**src/rtl/dpc_pkg.sv**
```systemverilog
// shared constants, register indexes and control types for the depth pixel to point block
// no dependencies
package dpc_pkg;

    localparam int DEPTH_W     = 24;
    localparam int COLOR_W     = 8;
    localparam int COORD_W     = 24;
    localparam int PACKED_W    = 3 * COLOR_W;
    localparam int CFG_SIDE_W  = 13;
    localparam int INV_W       = 32;
    localparam int CFG_IDX_W   = 8;
    localparam int CFG_DATA_W  = 32;
    localparam int PROD_W      = DEPTH_W + INV_W;
    localparam int SPLIT_W     = PROD_W / 2;
    localparam int FRAC_SHIFT  = 33;
    localparam int MAX_SIDE_DEF = 4096;

    localparam logic [CFG_SIDE_W-1:0] RST_WIDTH  = 13'd640;
    localparam logic [CFG_SIDE_W-1:0] RST_HEIGHT = 13'd480;
    localparam logic [INV_W-1:0]      RST_INV_X  = 32'd5559491;
    localparam logic [INV_W-1:0]      RST_INV_Y  = 32'd7412641;

    localparam logic [CFG_IDX_W-1:0] CFG_IMAGE_WIDTH  = 8'd0;
    localparam logic [CFG_IDX_W-1:0] CFG_IMAGE_HEIGHT = 8'd1;
    localparam logic [CFG_IDX_W-1:0] CFG_INV_FOCAL_X  = 8'd2;
    localparam logic [CFG_IDX_W-1:0] CFG_INV_FOCAL_Y  = 8'd3;

    typedef struct packed {
        logic accept;
        logic prod_en;
        logic part_en;
        logic sum_en;
        logic out_load;
    } t_dp_cmd;

endpackage

```
**src/rtl/dpc_ctrl.sv**
```systemverilog
// sequencing state machine and output valid flag
// depends on dpc_pkg
module dpc_ctrl (
    input  logic             i_clk,
    input  logic             i_rst_n,
    input  logic             i_in_valid,
    output logic             o_in_ready,
    output logic             o_out_valid,
    input  logic             i_out_ready,
    output dpc_pkg::t_dp_cmd o_cmd
);

    typedef enum logic [4:0] {
        S_IDLE = 5'b00001,
        S_PROD = 5'b00010,
        S_PART = 5'b00100,
        S_SUM  = 5'b01000,
        S_SAT  = 5'b10000
    } t_state;

    t_state r_state, n_state;
    logic   r_out_valid, n_out_valid;
    logic   load;

    assign load = (r_state == S_SAT) && (!r_out_valid || i_out_ready);

    always_comb begin
        n_state = r_state;
        case (r_state)
            S_IDLE: begin
                if (i_in_valid) begin
                    n_state = S_PROD;
                end
            end
            S_PROD:  n_state = S_PART;
            S_PART:  n_state = S_SUM;
            S_SUM:   n_state = S_SAT;
            S_SAT: begin
                if (load) begin
                    n_state = S_IDLE;
                end
            end
            default: n_state = S_IDLE;
        endcase
    end

    always_comb begin
        if (load) begin
            n_out_valid = 1'b1;
        end else if (i_out_ready) begin
            n_out_valid = 1'b0;
        end else begin
            n_out_valid = r_out_valid;
        end
    end

    always_ff @(posedge i_clk) begin
        if (!i_rst_n) begin
            r_state     <= S_IDLE;
            r_out_valid <= 1'b0;
        end else begin
            r_state     <= n_state;
            r_out_valid <= n_out_valid;
        end
    end

    assign o_in_ready     = (r_state == S_IDLE);
    assign o_out_valid    = r_out_valid;
    assign o_cmd.accept   = (r_state == S_IDLE) && i_in_valid;
    assign o_cmd.prod_en  = (r_state == S_PROD);
    assign o_cmd.part_en  = (r_state == S_PART);
    assign o_cmd.sum_en   = (r_state == S_SUM);
    assign o_cmd.out_load = load;

endmodule

```
**config.mk**
```make
export PLATFORM = sky130hd
export DESIGN_NAME = dpc_ctrl
export DESIGN_NICKNAME = d
export VERILOG_FILES = /design/src/rtl/dpc_pkg.sv /design/src/rtl/dpc_ctrl.sv
export SDC_FILE = /design/constraint.sdc
export NUM_CORES = 1
export LEC_CHECK = 0
export BUFFER_PORTS_ARGS = -buffer_cell sky130_fd_sc_hd__buf_2
export CAP_MARGIN = 20
export CORE_AREA = 4 4 41 43
export CTS_CLUSTER_SIZE = 30
export DETAILED_ROUTE_END_ITERATION = 7
export DIE_AREA = 0 0 45 47
export PLACE_DENSITY = 0.41
export SLEW_MARGIN = 20
export SYNTH_ARGS = -nofsm -noshare
export SYNTH_HDL_FRONTEND = slang
export SYNTH_SLANG_ARGS = --single-unit
```
**constraint.sdc**
```tcl
create_clock -name i_clk -period 1.4 [get_ports i_clk]
set_clock_uncertainty 0.15 [all_clocks]
set_input_delay 0.14 -clock i_clk [delete_from_list [all_inputs] [get_ports i_clk]]
set_output_delay 0.14 -clock i_clk [all_outputs]
set_load 0.02 [all_outputs]
```
==> results of run 1 <==
-- registers in the layout, indices dropped and copies added (netlist names) --
name / count
o_out_valid: 1
r_state: 5
-- power breakdown --
part / leakage [nW] / internal, mW / total, mW / switching [mW]
combinational: 0.187 / 0.0640 / 0.112 / 0.0481
clock: 0.0138 / 0.0968 / 0.158 / 0.0607
sequential: 0.0512 / 0.176 / 0.189 / 0.0132
total: 0.252 / 0.337 / 0.459 / 0.122
-- what timing repair did --
action / CTS / global route
gates resized for setup: 14 / 5
setup endpoints to repair: 6 / 6
pin swaps: 7 / 5
setup buffers: 5 / 2
hold buffers: 0 / 1
endpoints found under the hold margin: 0 / 1
-- worst max path at each step --
stage / to / slack (ns) / startpoint / depth (start not counted)
2_1_floorplan: r_state[1]$_SDFFE_PN0P_ / 0.1 / r_state[2]$_SDFFE_PN0P_ / 3
3_3_place_gp: o_cmd[4] / 0.08 / r_state[2]$_SDFFE_PN0P_ / 3
3_5_place_dp: o_cmd[4] / 0.06 / r_state[2]$_SDFFE_PN0P_ / 3
4_1_cts: o_cmd[4] / -0.12 / r_state[1]$_SDFFE_PN0P_ / 3
5_1_grt: o_cmd[4] / -0.25 / r_state[4]$_SDFFE_PN0P_ / 3
6_report: o_cmd[4] / -0.15 / r_state[4]$_SDFFE_PN0P_ / 3
-- cells by family after synthesis --
kind of cell,synth area share
buffers and inverters,0.0941
AND/OR/NAND/NOR,0.376
XOR/XNOR,0.0275
AO/OA/AOI/OAI,0.125
flip-flops,0.376
-- per-stage QoR --
step / hold WS [ns] / instance area (µm²)
floorplan: 0.112 / 319
global placement: 0.225 / 373
detailed placement: 0.246 / 373
CTS: 0.000571 / 479
global route: 0.0319 / 519
finish: 0.0164 / 519
-- metal layers --
metal  wire [µm]  GRT usage  vias up
met3          51     0.0690        0
met2         459      0.155        8
met5           0          0        -
met4           0     0.0175        0
met1         317     0.0936      156
li1            -          -      164
-- worst min-delay path: cells and delay by family --
kind	cells	cell delay, ns
AO/OA/AOI/OAI	1	0.05
buffers and inverters	1	0.08
AND/OR/NAND/NOR	1	0.09
-- layout make-up --
| class | count | share of cell area |
|---|---|---|
| clock buffer | 3 | 0.0434 |
| timing repair buffer | 18 | 0.258 |
| multi-input combinational | 24 | 0.373 |
| inverter | 4 | 0.0289 |
| sequential | 6 | 0.260 |
| tap | 15 | 0.0361 |
-- placed cells by master (no fill, tap or decap), drive strengths merged --
cell type / n
nand4b: 1
and3b: 1
buf: 17
o21ai: 1
a21oi: 2
dlygate4sd3: 1
clkbuf: 3
and4b: 1
and3: 1
nor3: 2
nor4: 1
and2: 2
nand3b: 3
nor2: 3
inv: 4
o211ai: 1
a31o: 2
xor2: 1
dfxtp: 6
nor2b: 1
nand2b: 1
==> summary.txt, run 1 <==
Synthesis
  • Cell variety after synth: 21
  • Sequential area share after synthesis: 0.376
  • Post-synth top area share: 0.376
  • FFs w/ async S/R, synth: 0
  • Syn Nets: 40
  • Yosys warning count: 0
  • Gate Count Post-Synth: 36
  • Yosys top cell by area: dfxtp_1
  • Mean area per synthesized cell: between 8 and 9 µm²
  • Synth top area cells: dfxtp_1, nand3b_1, buf_4
  • Syn Std Cell Area: 319 µm²
  • Post-synth EDFFs: 0
  • Seq cells post-synth: 6
  • Commonest cells in the netlist: dfxtp_1, inv_1, nand3b_1, nor2_1
  • Top FF cell, synth: dfxtp_1
  • Most common cell in the netlist: dfxtp_1

Placed design
  • IO Port Bufs: 10
  • Routability cong.: 0.728
  • Placed insts: 59
  • Hpwl dp: ~550 µm
  • Setup WS pre-CTS: roughly 0.062 ns

Final layout
  • Inserted Diodes: 0
  • Fraction of layout cells with a size suffix above 1: 0.527
  • Layout area overhead: 62.7%
  • Area of the multi-input gates: a little under 200 µm²
  • Fin util: 0.399
  • Reg area: about 140 µm²
  • Nets: 61
  • Fill cells: 147
  • Fin cells: 70

Drt
  • First-pass detailed-route iteration total: 2
  • DRC Markers: 0
  • Final WL: 828 µm
  • Antenna viol nets, final: 0
  • Vias: roughly 330
  • Initial detailed-routing violation count: 3
  • Vias/cell: 4.69
  • Wire per inst: around 12 µm

STA
  • Final setup viols: 6
  • Period utilization: 1.11
  • Worst relative slew slack: 0.794
  • Final Hold Fails: 0
  • RSZ-0062 raised after global routing: yes
  • Max frequency: 645 MHz
  • Slew @ Worst Pin: 0.308 ns
  • Setup TNS: -0.546 ns
  • Worst Setup Slack, final: -0.151 ns
  • Final min period: between 1.5 and 2 ns
  • Final Slew Violations: 0

Pwr
  • Static Leak: 0.252 nW
  • Tot Pwr: 0.459 mW
  • PwrDens: a little under 900 nW/µm²
  • IR drop worst, VDD: ~0.46 mV

Critical path
  • Worst EP required: 1.11 ns
  • R2R Path End: r_state[0]$_SDFFE_PN1P_
  • CP max stage delay: 0.36 ns
  • Arr. time, crit path: 1.26 ns
  • Crit. End Element: output port
  • R2r setup slk: roughly 0.10 ns
  • Sequence of cells on the critical path: nor4_4 > and3_4 > buf_6
  • Top delay family on crit path: simple AND/OR/NAND/NOR gates
  • R2r startpoint: r_state[1]$_SDFFE_PN0P_
  • R2R depth: 4
  • Crit path max fanout: 6
  • Buf/Inv on CP: 1
  • Crit path kind: flop to output port
  • CP max-delay cell: dfxtp_4
  • Startpoint types: flop

Floorplan
  • Die Wd: between 40 and 50 µm
  • Initial Utilization: 0.245
  • IO Pins: 11
  • Die area: 2120 µm²
  • Die height: 47 µm
  • Core area: around 1300 µm²
  • Row count: 13

GRT
  • Initial antenna violation count: 0
  • Grt total ovfl: 0
  • First-pass GRT wire length: 1320 µm
  • Vias in the first global route: roughly 320
  • Largest net degree at the start of global routing: 8
  • GR Util All Layers: 0.0926

CTS
  • H-tree depth: 1
  • CTS root buf: clkbuf_4
  • CTS tree: yes
  • Register clock-pin slew on the reported worst setup and hold paths: 0.05 ns
  • Clock latency on the worst-skew pair: 0.24 ns
  • CTS Buf Count: 3
  • Clk sink count: 6
  • Clock tree buffer depth: 2

Status
  • Status: finished with violations
  • Violated checks: negative setup slack

Job
  • Max_cap viols: 0

Hold path
  • Hold Startpoint: i_out_ready
  • Hold-critical path endpoint: o_out_valid$_SDFFE_PN0P_
  • Min-Delay Path Class: input pin to flop
  • Hold-critical path depth: 3
Note: power is estimated with default switching activity, not from simulation.
==> inputs of run 2 (changes only) <==
--- a/config.mk
+++ b/config.mk
@@ -7,10 +7,10 @@
 export LEC_CHECK = 0
 export BUFFER_PORTS_ARGS = -buffer_cell sky130_fd_sc_hd__buf_2
 export CAP_MARGIN = 20
-export CORE_AREA = 4 4 41 43
+export CORE_AREA = 2 2 39 41
 export CTS_CLUSTER_SIZE = 30
 export DETAILED_ROUTE_END_ITERATION = 7
-export DIE_AREA = 0 0 45 47
+export DIE_AREA = 0 0 41 43
 export PLACE_DENSITY = 0.41
 export SLEW_MARGIN = 20
 export SYNTH_ARGS = -nofsm -noshare
==> run 2 against run 1 <==
  * The run still ends with negative setup slack left
  * Clock-buffer cell count did not move
  * First-iteration DRC count grew 100%
  * Design area is 8.0% higher
  * Combinational power increased by 6%
  * Final cell count rose by 4.3%
  * Routed wire length down 0.97%
  * Flip-flop and latch count stayed put
  * Global-route usage grew 2.0 points
  * Register-to-register slack worse by 0.02 ns
  * Largest cell class unchanged
==> summary.txt, run 2 (synthesis results as in run 1) <==
Status
  • Status: finished with violations
  • Violated checks: negative setup slack

Drt
  • DRC Markers: 0
  • Initial detailed-routing violation count: 6
  • Wire per inst: 11.2 µm
  • Antenna viol nets, final: 0
  • Vias/cell: 4.52
  • Vias: 330
  • First-pass detailed-route iteration total: 3
  • Final WL: roughly 800 µm

Pwr
  • IR drop worst, VDD: 0.469 mV
  • Tot Pwr: 0.474 mW
  • Static Leak: roughly 0.26 nW
  • PwrDens: 846 nW/µm²

STA
  • RSZ-0062 raised after global routing: yes
  • Final Slew Violations: 0
  • Final Hold Fails: 0
  • Setup TNS: -0.432 ns
  • Worst Setup Slack, final: -0.142 ns
  • Final min period: 1.54 ns
  • Max frequency: 648 MHz
  • Final setup viols: 6
  • Slew @ Worst Pin: roughly 0.23 ns
  • Period utilization: 1.10
  • Worst relative slew slack: 0.843

Final layout
  • Layout area overhead: 75.7%
  • Nets: 63
  • Fraction of layout cells with a size suffix above 1: 0.561
  • Most frequent cells in the layout: buf_4, buf_6, inv_1, buf_2
  • Most common cell after layout, fill and taps aside: buf_4
  • Max FFs per register: 5
  • Largest Register: r_state
  • Inserted Diodes: 0

Critical path
  • Top delay family on crit path: simple AND/OR/NAND/NOR gates
  • R2R Path End: r_state[0]$_SDFFE_PN1P_
  • Critical Path Start: r_state[2]$_SDFFE_PN0P_
  • Arr. time, crit path: around 1.3 ns
  • Crit path max fanout: 5
  • Worst EP required: 1.11 ns
  • Crit path kind: flop to output port
  • CP max-delay cell: dfxtp_4
  • Buf/Inv on CP: 1
  • CP endpoint: o_cmd[4]
  • R2r setup slk: around 0.080 ns
  • Crit. End Element: output port
  • R2R depth: 4
  • Sequence of cells on the critical path: nor4_4 > and3_4 > buf_6
  • R2r startpoint: r_state[3]$_SDFFE_PN0P_
  • CP max stage delay: 0.37 ns
  • Startpoint types: flop
  • Cell count along the critical path: 3

Floorplan
  • Row count: 14
  • Initial Utilization: 0.231
  • Die height: between 40 and 50 µm
  • Core area: 1380 µm²
  • Die area: 1760 µm²
  • Die Wd: 41 µm
  • IO Pins: 11

CTS
  • Clock latency on the worst-skew pair: between 0.2 and 0.3 ns
  • Clk sink count: 6
  • Register clock-pin slew on the reported worst setup and hold paths: 0.05 ns
  • CTS tree: yes
  • Clock tree buffer depth: 2
  • CTS root buf: clkbuf_4
  • CTS Buf Count: 3
  • H-tree depth: 1

GRT
  • GR Util All Layers: 0.112
  • Initial antenna violation count: 0
  • Largest net degree at the start of global routing: 8
  • Vias in the first global route: just under 300
  • First-pass GRT wire length: 1260 µm
  • Grt total ovfl: 0

Placed design
  • IO Port Bufs: 10
  • Routability cong.: 0.769

Job
  • Max_cap viols: 0

Hold path
  • Min-Delay Path Class: input pin to flop
-- run 2: changes by cell type in the layout (fill, tap and decap cells not counted) --
cell and change:
dfxtp_2 +2, buf_6 +4, nor3_4 +1, nor3_2 -1, dfxtp_1 -1, dfxtp_4 -1, buf_2 -2
-- run 2: worst register-to-register path: stages (launching register included) --
cell     delay (ns)
dfxtp_2        0.42
nor4_4         0.08
buf_4          0.13
a31o_2         0.25
a31o_1         0.18
-- run 2: metal layers --
metal / share of wire / global-route usage / vias to the layer above
met3: 0.055 / 0.0942 / 0
met5: 0 / 0 / -
li1: - / - / 167
met1: 0.43 / 0.138 / 157
met2: 0.51 / 0.141 / 6
met4: 0 / 0.0400 / 0
-- run 2: area by class of cell --
cell class,instances,area (µm²)
Inverter,4,15.0
Multi-Input combinational cell,24,200
Fill cell,151,823
Clock buffer,3,22.5
Timing Repair Buffer,20,169
Tap cell,16,20.0
Sequential cell,6,134
-- run 2: where the power goes --
part	leakage (nW)	internal, mW	total [mW]	switching [mW]
combinational	0.197	0.0726	0.119	0.0459
sequential	0.0514	0.176	0.193	0.0175
clock	0.0138	0.0972	0.162	0.0653
-- run 2: worst min path at each step --
stage | from | endpoint | slack, ns | depth (start not counted)
floorplan | i_rst_n | r_state[1]$_SDFFE_PN0P_ | 0.11 | 1
global placement | i_rst_n | r_state[1]$_SDFFE_PN0P_ | 0.23 | 2
detailed placement | i_rst_n | r_state[1]$_SDFFE_PN0P_ | 0.22 | 2
CTS | i_out_ready | o_out_valid$_SDFFE_PN0P_ | 0.01 | 3
global route | i_out_ready | o_out_valid$_SDFFE_PN0P_ | 0.02 | 3
finish | i_out_ready | o_out_valid$_SDFFE_PN0P_ | 0.02 | 3
-- run 2: metrics by stage --
| step | instances | instance area [µm²] | utilization | hold slack, ns | setup slack, ns |
|---|---|---|---|---|---|
| global placement | 60 | 374 | 0.270 | 0.231 | 0.0746 |
| finish | 73 | 561 | 0.405 | 0.0220 | -0.142 |
| global route | 73 | 561 | 0.405 | 0.0249 | -0.199 |
| CTS | 69 | 499 | 0.361 | 0.0145 | -0.156 |
| floorplan | 36 | 319 | - | 0.112 | 0.0963 |
| detailed placement | 60 | 374 | 0.270 | 0.225 | 0.0536 |
-- run 2: what timing repair did --
item | in CTS | in global routing
gates resized for setup | 17 | 9
pin swaps | 4 | 9
hold endpoints to repair | 1 | 0
hold buffers | 1 | 0
endpoints found under the setup margin | 6 | 7
setup buffers | 5 | 5
==> inputs of run 3 (changes only) <==
--- a/config.mk
+++ b/config.mk
@@ -5,13 +5,13 @@
 export SDC_FILE = /design/constraint.sdc
 export NUM_CORES = 1
 export LEC_CHECK = 0
-export BUFFER_PORTS_ARGS = -buffer_cell sky130_fd_sc_hd__buf_2
 export CAP_MARGIN = 20
 export CORE_AREA = 2 2 39 41
 export CTS_CLUSTER_SIZE = 30
 export DETAILED_ROUTE_END_ITERATION = 7
 export DIE_AREA = 0 0 41 43
-export PLACE_DENSITY = 0.41
+export DONT_BUFFER_PORTS = 1
+export PLACE_DENSITY = 0.34
 export SLEW_MARGIN = 20
 export SYNTH_ARGS = -nofsm -noshare
 export SYNTH_HDL_FRONTEND = slang
==> run 3 against run 2 <==
  * The run still ends with negative setup slack left
  * First-iteration DRC count shrank 17%
  * Critical path depth is the same
  * Register-to-register slack is essentially flat
  * Sequential power is essentially flat
  * Clock power is essentially flat
  * Via count shrank 11%
  * Flip-flop and latch count is the same
  * Maximum frequency grew 0.94%
  * Critical path type unchanged
  * Largest cell class unchanged
  * Largest power group unchanged
==> summary.txt, run 3 (synthesis results as in run 1) <==
Status
  • Status: finished with violations
  • Violated checks: negative setup slack

STA
  • RSZ-0062 raised after global routing: yes
  • Final Slew Violations: 0
  • Final min period: 1.53 ns
  • Max frequency: approximately 650 MHz
  • Worst relative slew slack: 0.804
  • Period utilization: 1.09
  • Slew @ Worst Pin: 0.294 ns
  • Final Hold Fails: 0
  • Worst Setup Slack, final: -0.128 ns
  • Final setup viols: 6

Pwr
  • Static Leak: 0.201 nW
  • Tot Pwr: between 0.4 and 0.5 mW
  • PwrDens: 966 nW/µm²
  • IR drop worst, VDD: 0.337 mV

Final layout
  • Fill cells: 154
  • Layout area overhead: 40.0%
  • Largest Register: r_state
  • Nets: 52
  • Fraction of layout cells with a size suffix above 1: 0.435
  • Design area: approximately 450 µm²
  • Max FFs per register: 5
  • Most frequent cells in the layout: buf_4, nand3b_1, nor2_1, clkbuf_4, dfxtp_1
  • Inserted Diodes: 0
  • Most common cell after layout, fill and taps aside: buf_4

GRT
  • Vias in the first global route: 293
  • Initial antenna violation count: 0
  • GR Util All Layers: 0.107
  • First-pass GRT wire length: roughly 1200 µm
  • Largest net degree at the start of global routing: 9
  • Grt total ovfl: 0

Floorplan
  • Initial Utilization: 0.231
  • Core area: approximately 1400 µm²
  • Row count: 14
  • Die Wd: 41 µm
  • IO Pins: 11
  • Die height: about 43 µm
  • Die area: 1760 µm²

CTS
  • Clk sink count: 6
  • Clock tree buffer depth: 2
  • CTS Buf Count: 3
  • Clock latency on the worst-skew pair: 0.25 ns
  • Register clock-pin slew on the reported worst setup and hold paths: 0.05 ns
  • CTS tree: yes
  • H-tree depth: 1
  • CTS root buf: clkbuf_4

Hold path
  • Hold-critical path depth: 3
  • Min-Delay Path Class: input pin to flop
  • Hold Startpoint: i_in_valid
  • Hold-critical path endpoint: r_state[3]$_SDFFE_PN0P_

Drt
  • Final WL: 756 µm
  • Initial detailed-routing violation count: 5
  • Antenna viol nets, final: 0
  • Vias: 295
  • Wire per inst: between 10 and 15 µm
  • Vias/cell: 4.76
  • DRC Markers: 0
  • First-pass detailed-route iteration total: 2

Critical path
  • R2r startpoint: r_state[0]$_SDFFE_PN1P_
  • Worst EP required: 1.11 ns
  • R2r setup slk: 0.08 ns
  • Startpoint types: flop
  • Arr. time, crit path: about 1.2 ns
  • Crit path max fanout: 3
  • R2R depth: 3
  • Crit path kind: flop to output port
  • R2R Path End: r_state[0]$_SDFFE_PN1P_
  • Crit. End Element: output port

Job
  • Max_cap viols: 0

Placed design
  • Routability cong.: ~0.7
  • Hpwl dp: 531 µm
  • IO Port Bufs: 0
  • Placed cell areas: around 350 µm²
[run 3: through the flow]
stage / utilization / worst slack (ns) / TNS [ns] / hold slack [ns] / instances
6_report: 0.323 / -0.128 / -0.499 / 0.0354 / 62
5_1_grt: 0.323 / -0.229 / -1.07 / 0.0296 / 62
4_1_cts: 0.317 / -0.127 / -0.443 / 0.0223 / 61
3_5_place_dp: 0.256 / 0.0807 / 0 / 0.115 / 54
3_3_place_gp: 0.256 / 0.0882 / 0 / 0.115 / 54
2_1_floorplan: - / 0.0963 / 0 / 0.112 / 36
[run 3: worst max path at each step]
stage,start,endpoint,slack [ns],cells after the start
final,r_state[3]$_SDFFE_PN0P_,o_cmd[4],-0.13,3
after global routing,r_state[4]$_SDFFE_PN0P_,o_cmd[4],-0.23,3
after CTS,r_state[4]$_SDFFE_PN0P_,o_cmd[4],-0.13,3
after detailed placement,r_state[3]$_SDFFE_PN0P_,o_cmd[4],0.08,3
after global placement,r_state[2]$_SDFFE_PN0P_,r_state[0]$_SDFFE_PN1P_,0.09,3
after floorplan,r_state[2]$_SDFFE_PN0P_,r_state[1]$_SDFFE_PN0P_,0.1,3
[run 3: worst max-delay path: stages, from the launching register on]
cell and delay [ns]:
dfxtp_4 0.36, nor4_4 0.28, and3_1 0.23, buf_6 0.12
[run 3: layout make-up]
type                       instances  area [µm²]  share of cell area
tap                               16        20.0              0.0448
timing repair buffer               9        76.3               0.171
inverter                           4        15.0              0.0336
sequential                         6         126               0.283
multi-input combinational         24         186               0.417
clock buffer                       3        22.5              0.0504
[run 3: what timing repair did]
item | CTS | global route
endpoints found under the setup margin | 6 | 6
hold buffers | 2 | 0
gates resized for setup | 11 | 0
buffers inserted | 2 | 1
hold endpoints to repair | 4 | 0
pin swaps | 4 | 2
[run 3: per-layer routing]
| metal | vias to the layer above | track usage | routed length [µm] |
|---|---|---|---|
| li1 | 145 | - | - |
| met1 | 138 | 0.107 | 286 |
| met2 | 10 | 0.144 | 402 |
| met3 | 2 | 0.0785 | 54 |
| met4 | 0 | 0.0800 | 12 |
| met5 | - | 0 | 0 |
[run 3: where the power goes]
part | switching [mW] | internal, mW
sequential | 0.0156 | 0.177
combinational | 0.0368 | 0.0407
clock | 0.0644 | 0.0971
total | 0.117 | 0.315
